[src/rtl/core/scsp_pkg.sv]
package scsp_pkg;

	// Fixed sizes of the programming word and the frequency result.
	localparam int unsigned NUM_CLOCKS = 4;
	localparam int unsigned CLK_IDX_W  = 2;
	localparam int unsigned FREQ_W     = 34;
	localparam int unsigned MAG_W      = 33;
	localparam int unsigned DEN_W      = 14;
	localparam int unsigned WORD_W     = 25;
	localparam int unsigned CNT_W      = 6;

	// Protocol constants of the serial port.
	localparam logic [4:0] WORD_BITS  = 5'd26;
	localparam logic [2:0] UNLOCK_MIN = 3'd5;
	localparam logic [2:0] ONES_MAX   = 3'd7;

	// Twice the reference clock in Hz.
	localparam logic [24:0] REF2_HZ = 25'd28636368;

	// One restoring step per magnitude bit of the quotient.
	localparam logic [CNT_W-1:0] DIV_STEPS = 6'd33;

	// Operation codes and the target that loads the doubling mask.
	localparam logic       OP_WRITE   = 1'b0;
	localparam logic       OP_READ    = 1'b1;
	localparam logic [2:0] TGT_DMASK  = 3'd6;

	typedef enum logic [2:0] {
		ST_IDLE,
		ST_MUL,
		ST_DIV,
		ST_FIN,
		ST_PUSH
	} state_t;

	// Commands from the controller to the datapath.
	typedef struct packed {
		logic take;
		logic mul;
		logic div_step;
		logic finish;
		logic push;
	} cmd_t;

	// Status from the datapath to the controller.
	typedef struct packed {
		logic need_div;
		logic div_last;
		logic out_free;
	} status_t;

endpackage

[src/rtl/core/scsp_ctrl.sv]
module scsp_ctrl
	import scsp_pkg::*;
(
	input  logic    clk,
	input  logic    arst_n,
	input  logic    in_valid,
	output logic    in_ready,
	input  status_t status,
	output cmd_t    cmd,
	output state_t  state
);

	state_t state_q;
	state_t state_d;

	// State register.
	always_ff @(posedge clk or negedge arst_n) begin
		if (!arst_n) begin
			state_q <= ST_IDLE;
		end else begin
			state_q <= state_d;
		end
	end

	// Next state and commands.
	always_comb begin
		state_d  = state_q;
		cmd      = '0;
		in_ready = 1'b0;
		unique case (state_q)
			ST_IDLE: begin
				in_ready = 1'b1;
				if (in_valid) begin
					cmd.take = 1'b1;
					state_d  = status.need_div ? ST_MUL : ST_PUSH;
				end
			end
			ST_MUL: begin
				cmd.mul = 1'b1;
				state_d = ST_DIV;
			end
			ST_DIV: begin
				cmd.div_step = 1'b1;
				if (status.div_last) begin
					state_d = ST_FIN;
				end
			end
			ST_FIN: begin
				cmd.finish = 1'b1;
				state_d    = ST_PUSH;
			end
			ST_PUSH: begin
				if (status.out_free) begin
					cmd.push = 1'b1;
					state_d  = ST_IDLE;
				end
			end
			default: begin
				state_d = ST_IDLE;
			end
		endcase
	end

	assign state = state_q;

endmodule

[src/rtl/core/scsp_dp.sv]
module scsp_dp
	import scsp_pkg::*;
(
	input  logic                     clk,
	input  logic                     arst_n,
	input  cmd_t                     cmd,
	output status_t                  status,
	input  logic                     in_op,
	input  logic [1:0]               in_pins,
	input  logic [CLK_IDX_W-1:0]     in_idx,
	input  logic                     out_ready,
	output logic                     out_valid,
	output logic signed [FREQ_W-1:0] out_freq,
	output logic                     out_done,
	output logic [2:0]               out_tgt,
	output logic                     out_err
);

	// Port state.
	logic              last_clk_q;
	logic              unlocked_q;
	logic [2:0]        ones_q;
	logic [4:0]        bitcnt_q;
	logic [WORD_W-1:0] shift_q;
	logic [NUM_CLOCKS-1:0] mask_q;
	logic signed [FREQ_W-1:0] store_q [NUM_CLOCKS];

	// Pending result.
	logic signed [FREQ_W-1:0] res_freq_q;
	logic                     res_done_q;
	logic [2:0]               res_tgt_q;
	logic                     res_err_q;

	// Arithmetic registers.
	logic [WORD_W-1:0]  word_q;
	logic               dbl_q;
	logic               sign_q;
	logic [MAG_W-1:0]   quo_q;
	logic [DEN_W-1:0]   rem_q;
	logic [DEN_W-1:0]   den_q;
	logic [CNT_W-1:0]   cnt_q;

	// Output register.
	logic                     out_valid_q;
	logic signed [FREQ_W-1:0] out_freq_q;
	logic                     out_done_q;
	logic [2:0]               out_tgt_q;
	logic                     out_err_q;

	// Next port state for a pin write.
	logic              is_write;
	logic              clk_pin;
	logic              dat_pin;
	logic              rise;
	logic              unl_d;
	logic [2:0]        ones_d;
	logic [4:0]        cnt_d;
	logic [WORD_W-1:0] sw_d;
	logic              done;
	logic [2:0]        tgt;
	logic              q_zero;

	assign is_write = (in_op == OP_WRITE);
	assign clk_pin  = in_pins[0];
	assign dat_pin  = in_pins[1];
	assign rise     = is_write && clk_pin && !last_clk_q;

	always_comb begin
		unl_d  = unlocked_q;
		ones_d = ones_q;
		cnt_d  = bitcnt_q;
		sw_d   = shift_q;
		done   = 1'b0;
		if (rise && !unlocked_q) begin
			if (dat_pin) begin
				if (ones_q != ONES_MAX) begin
					ones_d = ones_q + 3'd1;
				end
			end else if (ones_q >= UNLOCK_MIN) begin
				unl_d = 1'b1;
				cnt_d = 5'd0;
			end else begin
				ones_d = 3'd0;
			end
		end else if (rise) begin
			sw_d  = {dat_pin, shift_q[WORD_W-1:1]};
			cnt_d = bitcnt_q + 5'd1;
			done  = (cnt_d == WORD_BITS);
		end
	end

	assign tgt    = sw_d[23:21];
	assign q_zero = (sw_d[6:0] == 7'd2);

	// Operand magnitudes and signs from the captured word.
	logic [6:0]       q_raw;
	logic [6:0]       p_raw;
	logic             neg_q;
	logic             neg_p;
	logic [6:0]       q_mag;
	logic [6:0]       p_mag7;
	logic [7:0]       p_mag;
	logic [MAG_W-1:0] product;
	logic [DEN_W-1:0] den;

	assign q_raw   = word_q[6:0];
	assign p_raw   = word_q[16:10];
	assign neg_q   = (q_raw < 7'd2);
	assign neg_p   = (p_raw < 7'd3);
	assign q_mag   = neg_q ? (7'd2 - q_raw) : (q_raw - 7'd2);
	assign p_mag7  = neg_p ? (7'd3 - p_raw) : (p_raw - 7'd3);
	assign p_mag   = dbl_q ? {p_mag7, 1'b0} : {1'b0, p_mag7};
	assign product = MAG_W'(p_mag) * MAG_W'(REF2_HZ);
	assign den     = DEN_W'(q_mag) << word_q[9:7];

	// One restoring division step.
	logic [DEN_W:0] shifted;
	logic [DEN_W:0] trial;

	assign shifted = {rem_q, quo_q[MAG_W-1]};
	assign trial   = shifted - {1'b0, den_q};

	// Signed result of a finished division.
	logic signed [FREQ_W-1:0] fval;

	assign fval = sign_q ? -$signed({1'b0, quo_q}) : $signed({1'b0, quo_q});

	// Port state and the frequency store.
	always_ff @(posedge clk or negedge arst_n) begin
		if (!arst_n) begin
			last_clk_q <= 1'b0;
			unlocked_q <= 1'b0;
			ones_q     <= '0;
			bitcnt_q   <= '0;
			shift_q    <= '0;
			mask_q     <= '0;
			for (int i = 0; i < NUM_CLOCKS; i++) begin
				store_q[i] <= '0;
			end
		end else begin
			if (cmd.take && is_write) begin
				last_clk_q <= clk_pin;
				bitcnt_q   <= cnt_d;
				if (done) begin
					unlocked_q <= 1'b0;
					ones_q     <= '0;
					shift_q    <= '0;
					if (tgt == TGT_DMASK) begin
						mask_q <= sw_d[NUM_CLOCKS-1:0];
					end
					if (!tgt[2] && q_zero) begin
						store_q[tgt[CLK_IDX_W-1:0]] <= '0;
					end
				end else begin
					unlocked_q <= unl_d;
					ones_q     <= ones_d;
					shift_q    <= sw_d;
				end
			end
			if (cmd.finish) begin
				store_q[res_tgt_q[CLK_IDX_W-1:0]] <= fval;
			end
		end
	end

	// Pending result and arithmetic registers.
	always_ff @(posedge clk) begin
		if (cmd.take) begin
			res_freq_q <= is_write ? '0 : store_q[in_idx];
			res_done_q <= is_write && done;
			res_tgt_q  <= (is_write && done) ? tgt : 3'd0;
			res_err_q  <= is_write && done && !tgt[2] && q_zero;
			word_q     <= sw_d;
			dbl_q      <= mask_q[tgt[CLK_IDX_W-1:0]];
		end
		if (cmd.mul) begin
			quo_q  <= product;
			rem_q  <= '0;
			den_q  <= den;
			sign_q <= neg_p ^ neg_q;
			cnt_q  <= DIV_STEPS;
		end
		if (cmd.div_step) begin
			rem_q <= trial[DEN_W] ? shifted[DEN_W-1:0] : trial[DEN_W-1:0];
			quo_q <= {quo_q[MAG_W-2:0], ~trial[DEN_W]};
			cnt_q <= cnt_q - CNT_W'(1);
		end
		if (cmd.finish) begin
			res_freq_q <= fval;
		end
	end

	// Output register.
	always_ff @(posedge clk or negedge arst_n) begin
		if (!arst_n) begin
			out_valid_q <= 1'b0;
		end else if (cmd.push) begin
			out_valid_q <= 1'b1;
		end else if (out_ready) begin
			out_valid_q <= 1'b0;
		end
	end

	always_ff @(posedge clk) begin
		if (cmd.push) begin
			out_freq_q <= res_freq_q;
			out_done_q <= res_done_q;
			out_tgt_q  <= res_tgt_q;
			out_err_q  <= res_err_q;
		end
	end

	assign status.need_div = is_write && done && !tgt[2] && !q_zero;
	assign status.div_last = (cnt_q == CNT_W'(1));
	assign status.out_free = !out_valid_q || out_ready;

	assign out_valid = out_valid_q;
	assign out_freq  = out_freq_q;
	assign out_done  = out_done_q;
	assign out_tgt   = out_tgt_q;
	assign out_err   = out_err_q;

endmodule

[src/rtl/core/serial_clock_synth_programmer_core.sv]
// Channel   Direction  tdata                          tuser
// s_axis    in         [1:0] pins, [3:2] freq_index   [0] operation
// m_axis    out        [33:0] frequency_hz            [0] word_done, [3:1] word_target,
//                                                     [4] divide_error
//
// A read or a pin write that stores no frequency skips the multiplier and divider.
// A word for a frequency target with a nonzero divisor takes one multiply step,
// then 33 steps of the restoring divider, one sign fix, and the output load.
// Reset clears the port state, the doubling mask and the four stored frequencies.
// A stalled output holds its result; one further request is taken meanwhile and
// waits in the pending result register until the output frees.
module serial_clock_synth_programmer_core
	import scsp_pkg::*;
(
	input  logic        clk,
	input  logic        arst_n,
	input  logic        s_tvalid,
	output logic        s_tready,
	input  logic [7:0]  s_tdata,  // [1:0] pins, [3:2] freq_index
	input  logic [0:0]  s_tuser,  // [0] operation
	output logic        m_tvalid,
	input  logic        m_tready,
	output logic [39:0] m_tdata,  // [33:0] frequency_hz
	output logic [4:0]  m_tuser   // [0] word_done, [3:1] word_target, [4] divide_error
);

	cmd_t    cmd;
	status_t status;
	state_t  state;

	logic signed [FREQ_W-1:0] out_freq;
	logic                     out_done;
	logic [2:0]               out_tgt;
	logic                     out_err;

	// Sequencer.
	scsp_ctrl u_ctrl (
		.clk      (clk),
		.arst_n   (arst_n),
		.in_valid (s_tvalid),
		.in_ready (s_tready),
		.status   (status),
		.cmd      (cmd),
		.state    (state)
	);

	// Port state, multiplier, divider and output register.
	scsp_dp u_dp (
		.clk       (clk),
		.arst_n    (arst_n),
		.cmd       (cmd),
		.status    (status),
		.in_op     (s_tuser[0]),
		.in_pins   (s_tdata[1:0]),
		.in_idx    (s_tdata[3:2]),
		.out_ready (m_tready),
		.out_valid (m_tvalid),
		.out_freq  (out_freq),
		.out_done  (out_done),
		.out_tgt   (out_tgt),
		.out_err   (out_err)
	);

	assign m_tdata = {6'd0, out_freq};
	assign m_tuser = {out_err, out_tgt, out_done};

	// A divide error comes only with a finished word for a frequency target,
	// and it stores zero.
	a_err_result: assert property (@(posedge clk) disable iff (!arst_n)
		m_tvalid && m_tuser[4] |-> m_tuser[0] && !m_tuser[3] && (m_tdata[33:0] == '0))
		else $error("divide error without a zero frequency word");

	// A target is reported only for a finished word.
	a_tgt_done: assert property (@(posedge clk) disable iff (!arst_n)
		m_tvalid && !m_tuser[0] |-> (m_tuser[3:1] == 3'd0))
		else $error("word target set without a finished word");

	// After a request is taken the block is not ready again in the next cycle.
	a_busy_after_take: assert property (@(posedge clk) disable iff (!arst_n)
		s_tvalid && s_tready |=> !s_tready)
		else $error("request taken in back-to-back cycles");

	// The divider leaves only through the sign fix.
	a_div_exit: assert property (@(posedge clk) disable iff (!arst_n)
		state == ST_DIV |=> state == ST_DIV || state == ST_FIN)
		else $error("divider left without finishing");

endmodule

[config.mk]
export PLATFORM = sky130hd
export DESIGN_NAME = serial_clock_synth_programmer_core
export DESIGN_NICKNAME = d
export VERILOG_FILES = /design/src/rtl/core/scsp_pkg.sv /design/src/rtl/core/scsp_ctrl.sv /design/src/rtl/core/scsp_dp.sv /design/src/rtl/core/serial_clock_synth_programmer_core.sv
export SDC_FILE = /design/constraint.sdc
export NUM_CORES = 1
export LEC_CHECK = 0
export BUFFER_PORTS_ARGS = -buffer_cell sky130_fd_sc_hd__buf_2
export CELL_PAD_IN_SITES_DETAIL_PLACEMENT = 2
export CELL_PAD_IN_SITES_GLOBAL_PLACEMENT = 2
export CORE_MARGIN = 5
export CORE_UTILIZATION = 38
export CTS_BUF_LIST = sky130_fd_sc_hd__clkbuf_4 sky130_fd_sc_hd__clkbuf_8 sky130_fd_sc_hd__clkbuf_16
export DETAILED_ROUTE_END_ITERATION = 16
export PLACE_DENSITY = 0.87
export SLEW_MARGIN = 10
export SYNTH_ARGS = -nofsm -noshare
export SYNTH_HDL_FRONTEND = slang
export SYNTH_SLANG_ARGS = --single-unit
[constraint.sdc]
create_clock -name clk -period 5.35 [get_ports clk]
set_input_delay 0.2675 -clock clk [delete_from_list [all_inputs] [get_ports clk]]
set_output_delay 0.2675 -clock clk [all_outputs]
set_load 0.02 [all_outputs]
==> results.ini <==
[floorplanning]
ioPinCount = 60
die_area_um2 = 54600
fp.coreArea_um2 = 49900
fp-row-count = 82
die_h_um = 234
start_util = 0.382
die_w_um = 234

[critical_path]
critPathMaxFanout = 5
reg2reg_to = u_dp.quo_q[29]$_DFFE_PP_
worstPathArrival_ns = 6.68
startpoint = u_dp.word_q[12]$_DFFE_PP_
cp-end-kind = flop
critPathCapture = u_dp.quo_q[29]$_DFFE_PP_
rrSetupSlack_ns = -1.01
rr_worst_depth = 23
critical_path_class = flop to flop
r2r-start = u_dp.word_q[12]$_DFFE_PP_
required_ns = 5.67
start_kind = flop

[layout]
area_growth_pct = 23.6
drive_above_1_share = 0.272
num_antenna_cells = 0
mostFrequentLayoutCells = nand2_1 (258), o21ai_0 (205), dfrtp_1 (179)
stdcell_count = 2677
nNetsFinal = 2128
mostFrequentLayoutCell = nand2_1

[sta]
worst_slack_ns = -1.01
worst_pin_slew_ns = 1.15
hold_violations = 2
skew_ns = 0.0481
finalSetupViolCount = 20
rsz0062_at_grt = yes
min_period_over_period = 1.19
hold-worst-slack_ns = -0.00357
period_minus_slack_ns = 6.36
fmax_mhz = 157
slew_viol_final = 0
slew_headroom = 0.234

[logic_synthesis]
yosys.area.top_type = edfxtp_1
synth_enable_flop_cells = 164
synth_area_um2 = 19000
yosysUniqueCellTypes = 80
yosysWarningCount = 0
yosys-top-cells-area = edfxtp_1 (26%), dfrtp_1 (24%), o21ai_0 (6.2%)
yosys_most_used_dff = dfrtp_1
synth_top_area_frac = 0.259
ys_ff_latch = 343
ys_seq_area_frac = 0.494
avgSynthCellArea_um2 = 10.7
async_flop_share = 0.522
synthesis.instances = 1781

[drt]
route.antenna.remaining_nets = 0
firstDrtPassIters = 5
vias = 17200
drtIter0Drc = 1870
viasPerCell = 6.44
routedWlPerCell_um = 35.7
drc = 0
totalWireLength_um = 95500

[clock_tree]
cts_root_buf = clkbuf_16
clk_pin_slew_ns = 0.08
cts_buffers = 39
numClockSinks = 343
htree_num_levels = 2
cts_tree = built
clk_path_buf_depth = 3
worstSkewPairLatency_ns = 0.60

[status]
violations = hold timing, setup timing
status = finished, violations left

[place]
io_buffers = 49
dpl.hpwl_um = 46700
dpl.cell_count = 2567
place_congestion = 0.899

[worst_hold_path]
hold_path_class = primary input to flop
hold_start = s_tdata[1]

[global_routing]
grt_pass1_vias = 18700
grt_remaining_overflow = 0
grt_antenna_before_repair = 1
grt_max_degree = 98
grt_pass1_wl_um = 127000
track_usage = 0.307

[job]
drv_cap = 0

==> layer usage <==
metal  vias to the layer above  share of wire  GRT usage  wire (um)
met5                         -        0.00014          0         13
met4                         2          0.088      0.176       8420
met3                       502          0.070     0.0482       6720
met2                      1187           0.49      0.544      46700
met1                      8955           0.35      0.355      33600
li1                       6602              -          -          -
==> worst max-delay path, cell delays in order (launching register included) <==
cell      delay (ns)
edfxtp_1        0.49
a21oi_2         0.21
nand2_2         0.09
or4_4           0.56
o21ai_4         0.21
a21oi_4         0.05
mux2i_4         0.26
buf_6           0.15
fa_2            0.47
fa_1            0.53
fa_1            0.55
inv_2           0.07
fa_2            0.57
inv_4           0.05
ha_4            0.18
buf_6           0.14
buf_4           0.14
nand2_1         0.14
nor3_1          0.09
o21ai_1         0.18
o211ai_1        0.29
a41oi_2         0.29
xor2_1          0.24
o21ai_1         0.12
==> worst min path at each step <==
stage | endpoint | slack (ns) | cells after the start
floorplan | u_ctrl.state[0]$_DFFE_PN0P_ | -0.03 | 0
global placement | u_dp.out_freq[5]$_DFFE_PP_ | 0.40 | 0
detailed placement | u_dp.out_freq[9]$_DFFE_PP_ | 0.41 | 0
CTS | u_dp.shift_q[24]$_DFFE_PN0P_ | 0.0002 | 3
global route | u_dp.ones_q[1]$_DFFE_PN0P_ | 0.03 | 3
finish | u_dp.ones_q[0]$_DFFE_PN0P_ | -0.004 | 3
==> repair_timing <==
item                       in CTS  in global routing
buffers inserted               22                 15
resized for setup             110                 92
hold endpoints to repair       96                  0
pin swaps                      48                 43
hold buffers                    2                  0
setup endpoints to repair      20                 21
==> metrics by stage <==
step | utilization | TNS, ns | setup slack [ns] | cell area (um2)
5_1_grt | 0.471 | -16.05 | -1.14 | 23500
3_3_place_gp | 0.422 | -2.68 | -0.258 | 21000
4_1_cts | 0.461 | -6.28 | -0.472 | 23000
3_5_place_dp | 0.422 | -8.88 | -0.690 | 21000
6_report | 0.471 | -14.51 | -1.01 | 23500
2_1_floorplan | - | -0.232 | -0.113 | 19100
==> synth_stat cells (all sizes together) (3+ instances only) <==
| master | number |
|---|---|
| or2 | 5 |
| ha | 92 |
| nor3b | 3 |
| buf | 19 |
| nor3 | 33 |
| a41oi | 5 |
| a211oi | 12 |
| o41ai | 5 |
| nor4 | 4 |
| dfrtp | 179 |
| inv | 129 |
| xnor2 | 23 |
| nand3 | 20 |
| nor2b | 12 |
| a21oi | 49 |
| clkbuf | 70 |
| and2 | 10 |
| and3 | 12 |
| nor2 | 115 |
| o31ai | 20 |
| a22o | 5 |
| nand4 | 3 |
| fa | 48 |
| o211ai | 3 |
| nand2 | 265 |
| a21o | 6 |
| edfxtp | 164 |
| o31a | 5 |
| o21a | 11 |
| or3 | 9 |
| o21ai | 246 |
| xor2 | 47 |
| a21boi | 3 |
| mux4 | 35 |
| or4 | 7 |
| mux2 | 25 |
| nand2b | 15 |
| mux2i | 28 |
| a31oi | 6 |
==> area by class of cell <==
class | instances | area [um2]
Timing Repair Buffer | 237 | 1750
Sequential cell | 343 | 9400
Fill cell | 4964 | 26400
Clock inverter | 12 | 86.3
Clock buffer | 59 | 1230
Tap cell | 672 | 841
Inverter | 129 | 492
Multi-Input combinational cell | 1225 | 9700
==> flip-flops by register name, summed over array words and instances, names as in the netlist, 3 cells and up <==
name	cells
u_dp.store_q	136
u_dp.out_freq	34
u_dp.res_freq_q	34
u_dp.quo_q	33
u_dp.shift_q	25
u_dp.word_q	17
u_dp.den_q	14
u_dp.rem_q	14
u_dp.cnt_q	6
u_dp.bitcnt_q	5
u_dp.mask_q	4
u_ctrl.state	3
u_dp.ones_q	3
u_dp.out_tgt	3
u_dp.res_tgt_q	3
==> logic make-up after synthesis <==
logic type                 after synthesis  share of synthesized area
DFF                                    343                      0.494
buffers and inverters                  218                     0.0452
other                                    1                   0.000197
and+or+nand+nor                        526                      0.124
adders and majority gates              140                      0.111
xor gates and xnor gates                70                     0.0326
AOI/OAI and AO/OA                      395                      0.121
muxes                                   88                     0.0710
Power is not shown: default switching activity piles up to over one toggle a cycle in this logic, so the estimate is an artifact.
